## config.mk

```make
export PLATFORM = sky130hd
export DESIGN_NAME = base32_hyphen_encoder_unit
export DESIGN_NICKNAME = d
export VERILOG_FILES = /design/src/hw/rtl/b32h_pkg.sv /design/src/hw/rtl/base32_hyphen_encoder_unit.sv
export VERILOG_INCLUDE_DIRS = /design/src /design/src/hw/rtl
export SDC_FILE = /design/constraint.sdc
export NUM_CORES = 1
export LEC_CHECK = 0
export ABC_CLOCK_PERIOD_IN_PS = 6200
export CAP_MARGIN = 10
export CORE_ASPECT_RATIO = 1.5
export CORE_MARGIN = 3
export CORE_UTILIZATION = 30
export CTS_BUF_LIST = sky130_fd_sc_hd__clkbuf_8
export DETAILED_ROUTE_END_ITERATION = 6
export DONT_BUFFER_PORTS = 1
export GPL_ROUTABILITY_DRIVEN = 0
export GPL_TIMING_DRIVEN = 0
export PLACE_DENSITY = 0.47
export SYNTH_ARGS = -nofsm -noshare
export SYNTH_HDL_FRONTEND = slang
export SYNTH_SLANG_ARGS = --single-unit
```

## constraint.sdc

```tcl
create_clock -name clk_i -period 6.2 [get_ports clk_i]
set_clock_uncertainty 0.15 [all_clocks]
set_input_delay 0.31 -clock clk_i [delete_from_list [all_inputs] [get_ports clk_i]]
set_output_delay 0.31 -clock clk_i [all_outputs]
set_load 0.01 [all_outputs]
```

## src/hw/rtl/base32_hyphen_encoder_unit_macros.svh

```systemverilog
// Assertion macros for the base32 hyphen encoder.
// Expects clk_i and rst_ni in the scope where a macro is used.
`ifndef BASE32_HYPHEN_ENCODER_UNIT_MACROS_SVH
`define BASE32_HYPHEN_ENCODER_UNIT_MACROS_SVH

// Same-cycle implication.
`define B32H_ASSERT_IMP(lbl, ante, cons, msg) \
  lbl: assert property (@(posedge clk_i) disable iff (!rst_ni) (ante) |-> (cons)) \
    else $error(msg);

// Next-cycle implication.
`define B32H_ASSERT_NXT(lbl, ante, cons, msg) \
  lbl: assert property (@(posedge clk_i) disable iff (!rst_ni) (ante) |=> (cons)) \
    else $error(msg);

`endif

```

## src/hw/rtl/b32h_pkg.sv

```systemverilog
// Constants and helpers for the base32 hyphen encoder.
// No dependencies.
`timescale 1ns / 1ps

package b32h_pkg;

  localparam int unsigned ByteW    = 8;
  localparam int unsigned CharW    = 7;
  localparam int unsigned SymW     = 5;
  localparam int unsigned BlockW   = 40;
  localparam int unsigned AccW     = 32;
  localparam int unsigned LbitsW   = 4;
  localparam int unsigned CntW     = 3;
  localparam int unsigned NsymW    = 4;
  localparam int unsigned GrpSize  = 4;

  localparam logic [CharW-1:0] HyphenChar = 7'd45;
  localparam logic [CharW-1:0] LetterBase = 7'd97;   // 'a'
  localparam logic [CharW-1:0] DigitBase  = 7'd50;   // '2'
  localparam logic [CntW-1:0]  FullBytes  = 3'd4;    // bytes held before the fifth
  localparam logic [NsymW-1:0] FullSyms   = 4'd8;

  // 5-bit symbol to lowercase base32 character.
  function automatic logic [CharW-1:0] sym_char(input logic [SymW-1:0] s);
    logic [CharW-1:0] v;
    v = {2'b00, s};
    if (s < 5'd26) begin
      sym_char = LetterBase + v;
    end else begin
      sym_char = DigitBase + (v - 7'd26);
    end
  endfunction

  // ceil(bits / 5) for bits in 1..40, as floor((bits + 4) * 13 / 64).
  function automatic logic [NsymW-1:0] sym_count(input logic [5:0] bits);
    logic [5:0] x;
    logic [9:0] p;
    x = bits + 6'd4;
    p = {4'b0000, x} * 10'd13;
    sym_count = p[9:6];
  endfunction

endpackage

```

## src/hw/rtl/base32_hyphen_encoder_unit.sv

```systemverilog
// Base32 (lowercase, unpadded) encoder with a hyphen after every four symbols.
// Depends on b32h_pkg and base32_hyphen_encoder_unit_macros.svh.
//
// Bytes enter at up to one per cycle while in_ready_o is high; four of every
// five are only shifted into a 32-bit holding register. The fifth byte of a
// block, or a byte flagged last, hands the padded 40-bit block to an output
// shifter that sends one character per cycle (symbols and hyphens), unless
// out_ready_i stalls it, through a registered output port. A full block gives
// 9 or 10 characters, so sustained throughput is set by that shifter. A
// block-completing byte is taken in the same cycle the previous block's last
// symbol leaves: no gap. end_of_text_o marks the last character of a message.
`timescale 1ns / 1ps
`include "base32_hyphen_encoder_unit_macros.svh"

module base32_hyphen_encoder_unit (
  input  logic                        clk_i,
  input  logic                        rst_ni,
  input  logic                        in_valid_i,
  output logic                        in_ready_o,
  input  logic [b32h_pkg::ByteW-1:0]  data_byte_i,
  input  logic                        last_byte_i,
  input  logic [b32h_pkg::LbitsW-1:0] last_bits_i,
  output logic                        out_valid_o,
  input  logic                        out_ready_i,
  output logic [b32h_pkg::CharW-1:0]  out_char_o,
  output logic                        end_of_text_o
);
  import b32h_pkg::*;

  // Input side
  logic [AccW-1:0]   acc_q, acc_d;
  logic [CntW-1:0]   bytes_q, bytes_d;

  // Output shifter
  logic              ser_busy_q, ser_busy_d;
  logic [BlockW-1:0] ser_blk_q, ser_blk_d;
  logic [NsymW-1:0]  ser_rem_q, ser_rem_d;
  logic              ser_last_q, ser_last_d;
  logic [CntW-1:0]   grp_q, grp_d;

  // Output register
  logic              out_valid_q, out_valid_d;
  logic [CharW-1:0]  out_char_q, out_char_d;
  logic              eot_q, eot_d;

  logic              in_xfer, need_ser, advance, hyph, ser_done;
  logic [LbitsW-1:0] lbits;
  logic [5:0]        msg_bits;
  logic [5:0]        pad_sh;
  logic [BlockW-1:0] new_blk;
  logic [NsymW-1:0]  new_nsym;

  assign need_ser   = last_byte_i || (bytes_q == FullBytes);
  assign advance    = ser_busy_q && (!out_valid_q || out_ready_i);
  assign hyph       = (grp_q == CntW'(GrpSize));
  assign ser_done   = advance && !hyph && (ser_rem_q == NsymW'(1));
  assign in_ready_o = !need_ser || !ser_busy_q || ser_done;
  assign in_xfer    = in_valid_i && in_ready_o;

  always_comb begin
    if (last_bits_i == '0) begin
      lbits = LbitsW'(1);
    end else if (last_bits_i > LbitsW'(8)) begin
      lbits = LbitsW'(8);
    end else begin
      lbits = last_bits_i;
    end
    msg_bits = {bytes_q, 3'b000} + {2'b00, lbits};
    pad_sh   = {FullBytes - bytes_q, 3'b000};
    new_blk  = {acc_q, data_byte_i} << pad_sh;
    new_nsym = last_byte_i ? sym_count(msg_bits) : FullSyms;
  end

  always_comb begin
    acc_d   = acc_q;
    bytes_d = bytes_q;
    if (in_xfer) begin
      if (need_ser) begin
        acc_d   = '0;
        bytes_d = '0;
      end else begin
        acc_d   = {acc_q[AccW-ByteW-1:0], data_byte_i};
        bytes_d = bytes_q + CntW'(1);
      end
    end
  end

  always_comb begin
    ser_busy_d = ser_busy_q;
    ser_blk_d  = ser_blk_q;
    ser_rem_d  = ser_rem_q;
    ser_last_d = ser_last_q;
    grp_d      = grp_q;
    if (advance) begin
      if (hyph) begin
        grp_d = '0;
      end else begin
        grp_d     = (ser_done && ser_last_q) ? '0 : grp_q + CntW'(1);
        ser_blk_d = ser_blk_q << SymW;
        ser_rem_d = ser_rem_q - NsymW'(1);
        if (ser_done) begin
          ser_busy_d = 1'b0;
        end
      end
    end
    if (in_xfer && need_ser) begin
      ser_busy_d = 1'b1;
      ser_blk_d  = new_blk;
      ser_rem_d  = new_nsym;
      ser_last_d = last_byte_i;
    end
  end

  always_comb begin
    out_valid_d = out_valid_q;
    out_char_d  = out_char_q;
    eot_d       = eot_q;
    if (advance) begin
      out_valid_d = 1'b1;
      out_char_d  = hyph ? HyphenChar : sym_char(ser_blk_q[BlockW-1 -: SymW]);
      eot_d       = !hyph && ser_last_q && (ser_rem_q == NsymW'(1));
    end else if (out_ready_i) begin
      out_valid_d = 1'b0;
    end
  end

  always_ff @(posedge clk_i or negedge rst_ni) begin
    if (!rst_ni) begin
      acc_q       <= '0;
      bytes_q     <= '0;
      ser_busy_q  <= 1'b0;
      ser_rem_q   <= '0;
      ser_last_q  <= 1'b0;
      grp_q       <= '0;
      out_valid_q <= 1'b0;
    end else begin
      acc_q       <= acc_d;
      bytes_q     <= bytes_d;
      ser_busy_q  <= ser_busy_d;
      ser_rem_q   <= ser_rem_d;
      ser_last_q  <= ser_last_d;
      grp_q       <= grp_d;
      out_valid_q <= out_valid_d;
    end
  end

  always_ff @(posedge clk_i) begin
    ser_blk_q  <= ser_blk_d;
    out_char_q <= out_char_d;
    eot_q      <= eot_d;
  end

  assign out_valid_o   = out_valid_q;
  assign out_char_o    = out_char_q;
  assign end_of_text_o = eot_q;

  `B32H_ASSERT_IMP(a_grp_range, 1'b1, grp_q <= CntW'(GrpSize), "group position above four")
  `B32H_ASSERT_IMP(a_rem_range, ser_busy_q, (ser_rem_q != '0) && (ser_rem_q <= FullSyms), "symbol count out of range")
  `B32H_ASSERT_IMP(a_no_overrun, in_xfer && need_ser, !ser_busy_q || ser_done, "block loaded over a busy shifter")
  `B32H_ASSERT_IMP(a_hyph_eot, out_valid_o && (out_char_o == HyphenChar), !end_of_text_o, "end of text on a hyphen")
  `B32H_ASSERT_NXT(a_eot_clears, ser_done && ser_last_q, (grp_q == '0) && end_of_text_o, "group not cleared after message end")

endmodule
```

==> results of run 1 <==
==> through the flow <==
step,hold slack (ns),cells,setup TNS (ns)
after floorplan,-0.136,503,0
after global placement,-0.134,716,-10.53
after detailed placement,-0.133,717,0
after CTS,0.000942,744,0
after global routing,0.00668,745,0
final,0.0120,745,0
==> kinds of logic after synthesis <==
kind of cell / count (synthesis) / synth area share, %
buffers and inverters: 58 / 5.40
muxes: 26 / 4.89
AOI/OAI and AO/OA: 151 / 21.3
adders and majority gates: 26 / 6.50
and+or+nand+nor: 140 / 12.5
DFF: 93 / 48.0
xor gates and xnor gates: 9 / 1.47
==> flip-flops by register name, indices dropped and copies added (netlist names) <==
| name | cells |
|---|---|
| end_of_text_o | 1 |
| ser_busy_q | 1 |
| out_char_o | 7 |
| ser_last_q | 1 |
| ser_rem_q | 4 |
| acc_q | 32 |
| bytes_q | 3 |
| out_valid_o | 1 |
| ser_blk_q | 40 |
| grp_q | 3 |
==> worst min path at each step <==
stage | to | slack, ns | from
after floorplan | acc_q[0] | -0.14 | rst_ni
after global placement | acc_q[21] | -0.13 | rst_ni
after detailed placement | acc_q[24] | -0.13 | rst_ni
after CTS | ser_blk_q[0] | 0.0009 | data_byte_i[0]
after global routing | ser_blk_q[1] | 0.007 | data_byte_i[1]
final | ser_blk_q[1] | 0.01 | data_byte_i[1]
==> cell usage after synthesis, types with 7 or more instances <==
master / n / share of area (%)
nor2_1: 37 / 2.6
nand2_1: 54 / 3.8
a22oi_1: 8 / 1.1
dfrtp_1: 45 / 21
edfxtp_1: 48 / 27
a21o_1: 11 / 1.5
ha_1: 23 / 5.4
o31ai_1: 17 / 2.4
mux2i_1: 25 / 4.7
a211oi_1: 8 / 1.1
a31oi_1: 8 / 0.94
clkbuf_1: 9 / 0.63
nand3_1: 9 / 0.84
a21oi_1: 21 / 2.0
a22o_1: 33 / 5.4
o21ai_0: 19 / 1.8
inv_1: 25 / 1.8
buf_2: 12 / 1.1
o21ai_1: 8 / 0.75
nor2b_1: 9 / 1.1
a2111oi_2: 7 / 2.0
==> report_power, final <==
group	switching [W]	internal, W
Clock	0.000237	0.000188
Combinational	0.00112	0.000739
Sequential	0.000235	0.00102
==> final cells by class <==
class	count	area, µm²	area share (%)
multi-input cells	352	2510	41.8
plain buffers	31	188	3.13
clock buffers	9	124	2.07
well taps	213	267	4.45
repair buffers	13	165	2.76
flip-flops and latches	93	2570	42.8
clock inverters	7	75.1	1.25
inverters	27	101	1.69
==> routing by layer <==
metal | part of all wire, % | GRT usage [%] | vias to the layer above
met3 | 2.1 | 2.32 | 20
li1 | - | - | 1896
met5 | 0 | 0 | -
met1 | 40 | 17.4 | 1951
met4 | 2.1 | 5.26 | 0
met2 | 56 | 27.9 | 65
==> metrics.md, run 1 <==
| Metric | Value |
|---|---|
| Worst relative slew slack | between 40 and 50% |
| EDFF count, synth | 48 |
| H-tree Lvls | 3 |
| Sink Count | 93 |
| CTS tree | done |
| Number of diodes | 0 |
| Row count | just under 60 |
| GR Overflow Total | 0 |
| Synthesized area per cell | 10.6 µm² |
| Critical Path Start | bytes_q[0] |
| Pwr dens | between 500 and 600 nW/µm² |
| Layout Nets | 570 |
| Vias in the first global route | 3915 |
| Min-delay worst type | in -> reg |
| WP data arrival | ~3.8 ns |
| Hold path cells | 1 |
| Die Width | between 100 and 150 µm |
| Synth Warn # | 0 |
| # Post-CTS Setup Buffers | 0 |
| Placement-stage cell area | between 5000 and 6000 µm² |
| FF-to-FF End | ser_rem_q[3] |
| Port bufs | 0 |
| Largest net degree at the start of global routing | 46 |
| # DRC | 0 |
| Yosys reg bits | between 90 and 100 |
| Post-route antenna net violation count | 0 |
| Final period demand of the worst path | ~3.7 ns |
| Share of post-route cells with drive strength above 1 | a little over a tenth |
| Core area | 17400 µm² |
| Worst Setup Start Kind | flop |
| Final worst slack | between 2 and 2.5 ns |
| Die Area | 19500 µm² |
| Clock buffer depth | 2 |
| RSZ-0062 raised after global routing | no |
| Initial antenna violation count | 0 |
| Hold-fix buffers at CTS | 11 |
| Root buf cell | clkbuf_8 |
| Syn-to-layout area delta | 12.0% |
| Power, Total | between 0.003 and 0.004 W |
| HPWL Detailed | about 11000 µm |
| Max Fclk | 269 MHz |
| Cts repair resizes | 0 |
| Chip height | approximately 170 µm |
| Total Wirelength | 14400 µm |
| Fin. max-slew vios | 0 |
| Ys async rst share | roughly half |
| Critical path class | reg -> reg |
| Final Core Density | 34.4% |
| Crit-path slowest cell | dfrtp_1 |
| I/O pin count | 27 |
| Crit Reg-Reg Startpoint | bytes_q[0] |
| Critical Path, Cell by Cell | ha_1 -> and3b_1 -> o21ai_0 -> xor2_1 -> inv_1 -> ha_1 -> inv_1 -> ha_1 -> ha_1 -> a21o_1 -> a21oi_1 -> o21ai_0 -> xnor2_1 -> o221ai_1 |
| Outcome | completed |
| CP dominant cell by count | ha_1 |
| Crit Path Max Fanout | 6 |
| CP Capture Type | flop |
| Clk pin slew, worst setup/hold paths | ~0.10 ns |
| GRT Overall Usage | between 10% and 20% |
| Bufs and invs on worst path | 2 |
| Initial DRC count | just over 300 |
| Syn Inst Count | about 500 |
| Register area share after synthesis | between 40% and 50% |
| Commonest non-fill, non-tap cell in the layout | nand2_1 |
| DR vias/cell | ~5.3 |
| Fillers | about 1800 |
| Max cap viols | 0 |
| R2R Setup Slk | between 2 and 2.5 ns |
| Worst vdd ir | about 180 µV |
| Final setup viols | 0 |
| Commonest non-fill, non-tap cells in the layout | 54 x nand2_1, 48 x edfxtp_1, 45 x dfrtp_1, 37 x nor2_1, 33 x a22o_1 |
| Post-Syn Area | around 5400 µm² |
| Crit path to | ser_rem_q[3] |
| Via count | around 4000 |
| Worst skew pair latency | between 0.3 and 0.4 ns |
| Top delay family on crit path | adder cells |
| Num CTS Buffers | 9 |
| Synth cell types | 53 |
| Tightest Pin Transition | around 0.83 ns |
| Per-cell routed wire length | just under 20 µm |
| Post-Place Worst Slack | 2.51 ns |
| CP Depth | 14 |
| Main synth FF type | edfxtp_1 |
| Max incr delay on CP | 0.46 ns |
| Final Hold Viols | 0 |
| Worst R2R Path Depth | 14 |
| First-pass GRT wire length | approximately 23000 µm |
| Starting density of the core | a little under a third |
| Worst Path Required | between 6 and 7 ns |
| Leak Pwr | approximately 2.5 nW |
| Drt first pass iters | 5 |
| Finished layout cell area | approximately 6000 µm² |
| Fin crit share | between 50% and 60% |
| Syn Nets | 546 |
No activity file was read; power rests on OpenSTA's default activity.
==> run 2, diff against run 1 <==
--- a/config.mk
+++ b/config.mk
@@ -6,7 +6,7 @@
 export SDC_FILE = /design/constraint.sdc
 export NUM_CORES = 1
 export LEC_CHECK = 0
-export ABC_CLOCK_PERIOD_IN_PS = 6200
+export ABC_CLOCK_PERIOD_IN_PS = 3100
 export CAP_MARGIN = 10
 export CORE_ASPECT_RATIO = 1.5
 export CORE_MARGIN = 3
@@ -16,7 +16,7 @@
 export DONT_BUFFER_PORTS = 1
 export GPL_ROUTABILITY_DRIVEN = 0
 export GPL_TIMING_DRIVEN = 0
-export PLACE_DENSITY = 0.47
+export PLACE_DENSITY = 0.48
 export SYNTH_ARGS = -nofsm -noshare
 export SYNTH_HDL_FRONTEND = slang
 export SYNTH_SLANG_ARGS = --single-unit
==> constraint.sdc (replaced) <==
create_clock -name clk_i -period 3.1 [get_ports clk_i]
set_clock_uncertainty 0.15 [all_clocks]
set_input_delay 0.155 -clock clk_i [delete_from_list [all_inputs] [get_ports clk_i]]
set_output_delay 0.155 -clock clk_i [all_outputs]
set_load 0.01 [all_outputs]
==> metrics.md, run 2 (synthesis gave the netlist of run 1 again) <==
| Metric | Value |
|---|---|
| Fin. max-slew vios | 0 |
| GR Overflow Total | 0 |
| Tightest Pin Transition | 0.589 ns |
| DR vias/cell | ~5.4 |
| Largest register FFs | 40 |
| Per-cell routed wire length | 19.6 µm |
| R2R Setup Slk | -0.20 ns |
| Syn-to-layout area delta | 16.5% |
| Commonest non-fill, non-tap cell in the layout | nand2_1 |
| Root buf cell | clkbuf_8 |
| Crit path to | ser_rem_q[1] |
| Worst Setup Start Kind | flop |
| Layout Nets | ~580 |
| WP data arrival | 3.46 ns |
| Critical Path Start | bytes_q[0] |
| RSZ-0062 raised after global routing | yes |
| Chip height | around 170 µm |
| Clk pin slew, worst setup/hold paths | about 0.09 ns |
| Commonest non-fill, non-tap cells in the layout | 54 x nand2_1, 48 x edfxtp_1, 44 x dfrtp_1, 36 x nor2_1, 33 x a22o_1 |
| CTS tree | done |
| Starting density of the core | a little under a third |
| Setup TNS | -0.581 ns |
| Final Hold Viols | 0 |
| Die Width | 115 µm |
| Max cap viols | 0 |
| Pwr dens | 1220 nW/µm² |
| Max incr delay on CP | 0.47 ns |
| Switching power | roughly 0.0034 W |
| Reg power frac | between 30% and 40% |
| Sw Ratio | between 40 and 50% |
| Drt first pass iters | 5 |
| Bufs and invs on worst path | 2 |
| Leak Pwr | 2.61 nW |
| HPWL Detailed | about 11000 µm |
| Vias in the first global route | a little over 4000 |
| Max Fclk | between 300 and 400 MHz |
| Initial DRC count | ~240 |
| FF-to-FF End | ser_rem_q[1] |
| Port bufs | 0 |
| Die Area | just under 20000 µm² |
| Via count | around 4100 |
| Internal | about 0.0042 W |
| CP Capture Type | flop |
| I/O pin count | 27 |
| Crit Path Max Fanout | 4 |
| Worst vdd ir | about 480 µV |
| Min-delay worst type | in -> reg |
| Final setup viols | 4 |
| Worst skew pair latency | approximately 0.38 ns |
| Sink Count | 93 |
| Final worst slack | -0.199 ns |
| Final period demand of the worst path | about 3.3 ns |
| DP Cell Count | ~720 |
| Final Core Density | a little over a third |
| Row count | 59 |
| Failing checks | negative setup slack |
| Clock network fraction of total power | 11.0% |
| Core area | between 15000 and 20000 µm² |
| CP Depth | 13 |
| Top delay family on crit path | adder cells |
| Number of diodes | 0 |
| Share of post-route cells with drive strength above 1 | about 16% |
| Largest Register | ser_blk_q |
| Critical Path, Cell by Cell | ha_4 -> and3b_2 -> o21ai_2 -> xor2_1 -> buf_4 -> fa_1 -> inv_1 -> ha_1 -> and4bb_1 -> a31oi_4 -> or3b_1 -> a21o_1 -> a21oi_2 |
| Outcome | finished, violations left |
| Fillers | 1733 |
| H-tree Lvls | 3 |
| Finished Layout Cells | about 760 |
| Placement-stage cell area | between 5000 and 6000 µm² |
| Crit-path slowest cell | fa_1 |
| Worst relative slew slack | between 60% and 70% |
| Fin crit share | 106% |
| Total Wirelength | between 10000 and 15000 µm |
| Critical path class | reg -> reg |
| First-pass GRT wire length | about 23000 µm |
| Crit Reg-Reg Startpoint | bytes_q[0] |
| Logic pwr share | a little under three fifths |
| Num CTS Buffers | 9 |
| Largest net degree at the start of global routing | 46 |
| Worst R2R Path Depth | 13 |
| Post-Place Worst Slack | -0.446 ns |
| Initial antenna violation count | 0 |
| Post-route antenna net violation count | 0 |
| Finished layout cell area | 6230 µm² |
| Worst Path Required | around 3.3 ns |
| # DRC | 0 |
| Clock buffer depth | 2 |
| GRT Overall Usage | 15.6% |
## run 2: changes by cell type in the layout (fill, tap and decap cells not counted), sizes merged
cell	delta
buf	+7
clkinv	-1
clkinvlp	+1
dlygate4sd3	+5
## run 2: how the worst min path moves through the flow
stage | depth (start not counted) | from | endpoint
detailed placement | 0 | rst_ni | acc_q[29]
global placement | 0 | rst_ni | acc_q[29]
finish | 2 | data_byte_i[1] | ser_blk_q[9]
CTS | 2 | data_byte_i[1] | ser_blk_q[9]
global route | 2 | data_byte_i[1] | ser_blk_q[9]
floorplan | 0 | rst_ni | acc_q[0]
## run 2: metrics by stage
stage | hold slack [ns] | total power (W)
floorplan | -0.291 | 0.00518
global placement | -0.288 | 0.00610
detailed placement | -0.288 | 0.00624
CTS | 0.0117 | 0.00731
global route | 0.0290 | 0.00818
finish | 0.0432 | 0.00761
## run 2: final cells by class
type / count / area (µm²) / area share [%]
clock buffers: 9 / 124 / 1.99
flip-flops and latches: 93 / 2570 / 41.2
well taps: 213 / 267 / 4.28
inverters: 27 / 106 / 1.71
multi-input cells: 352 / 2640 / 42.3
repair buffers: 26 / 272 / 4.36
plain buffers: 30 / 190 / 3.05
clock inverters: 7 / 70.1 / 1.12
## run 2: power groups by stage
stage / Clock [W] / Combinational, W / Sequential (W)
2_1_floorplan: 0 / 0.00280 / 0.00238
3_3_place_gp: 0 / 0.00359 / 0.00251
3_5_place_dp: 0 / 0.00372 / 0.00252
4_1_cts: 0.000855 / 0.00397 / 0.00248
5_1_grt: 0.000893 / 0.00473 / 0.00256
6_report: 0.000836 / 0.00428 / 0.00249
## run 2: per-layer routing
metal  GRT usage, %  routed length (µm)  up-vias
met2           28.8                8220       81
met4           5.52                 279        0
li1               -                   -     1919
met5              0                   0        -
met1           17.9                5930     2030
met3           2.57                 391       23
## run 2: timing repair
item	4_1_cts	5_1_grt
resized for setup	10	22
hold buffers	17	1
hold endpoints to repair	77	3
pin swaps	8	5
buffers inserted	6	2
endpoints found under the setup margin	5	24
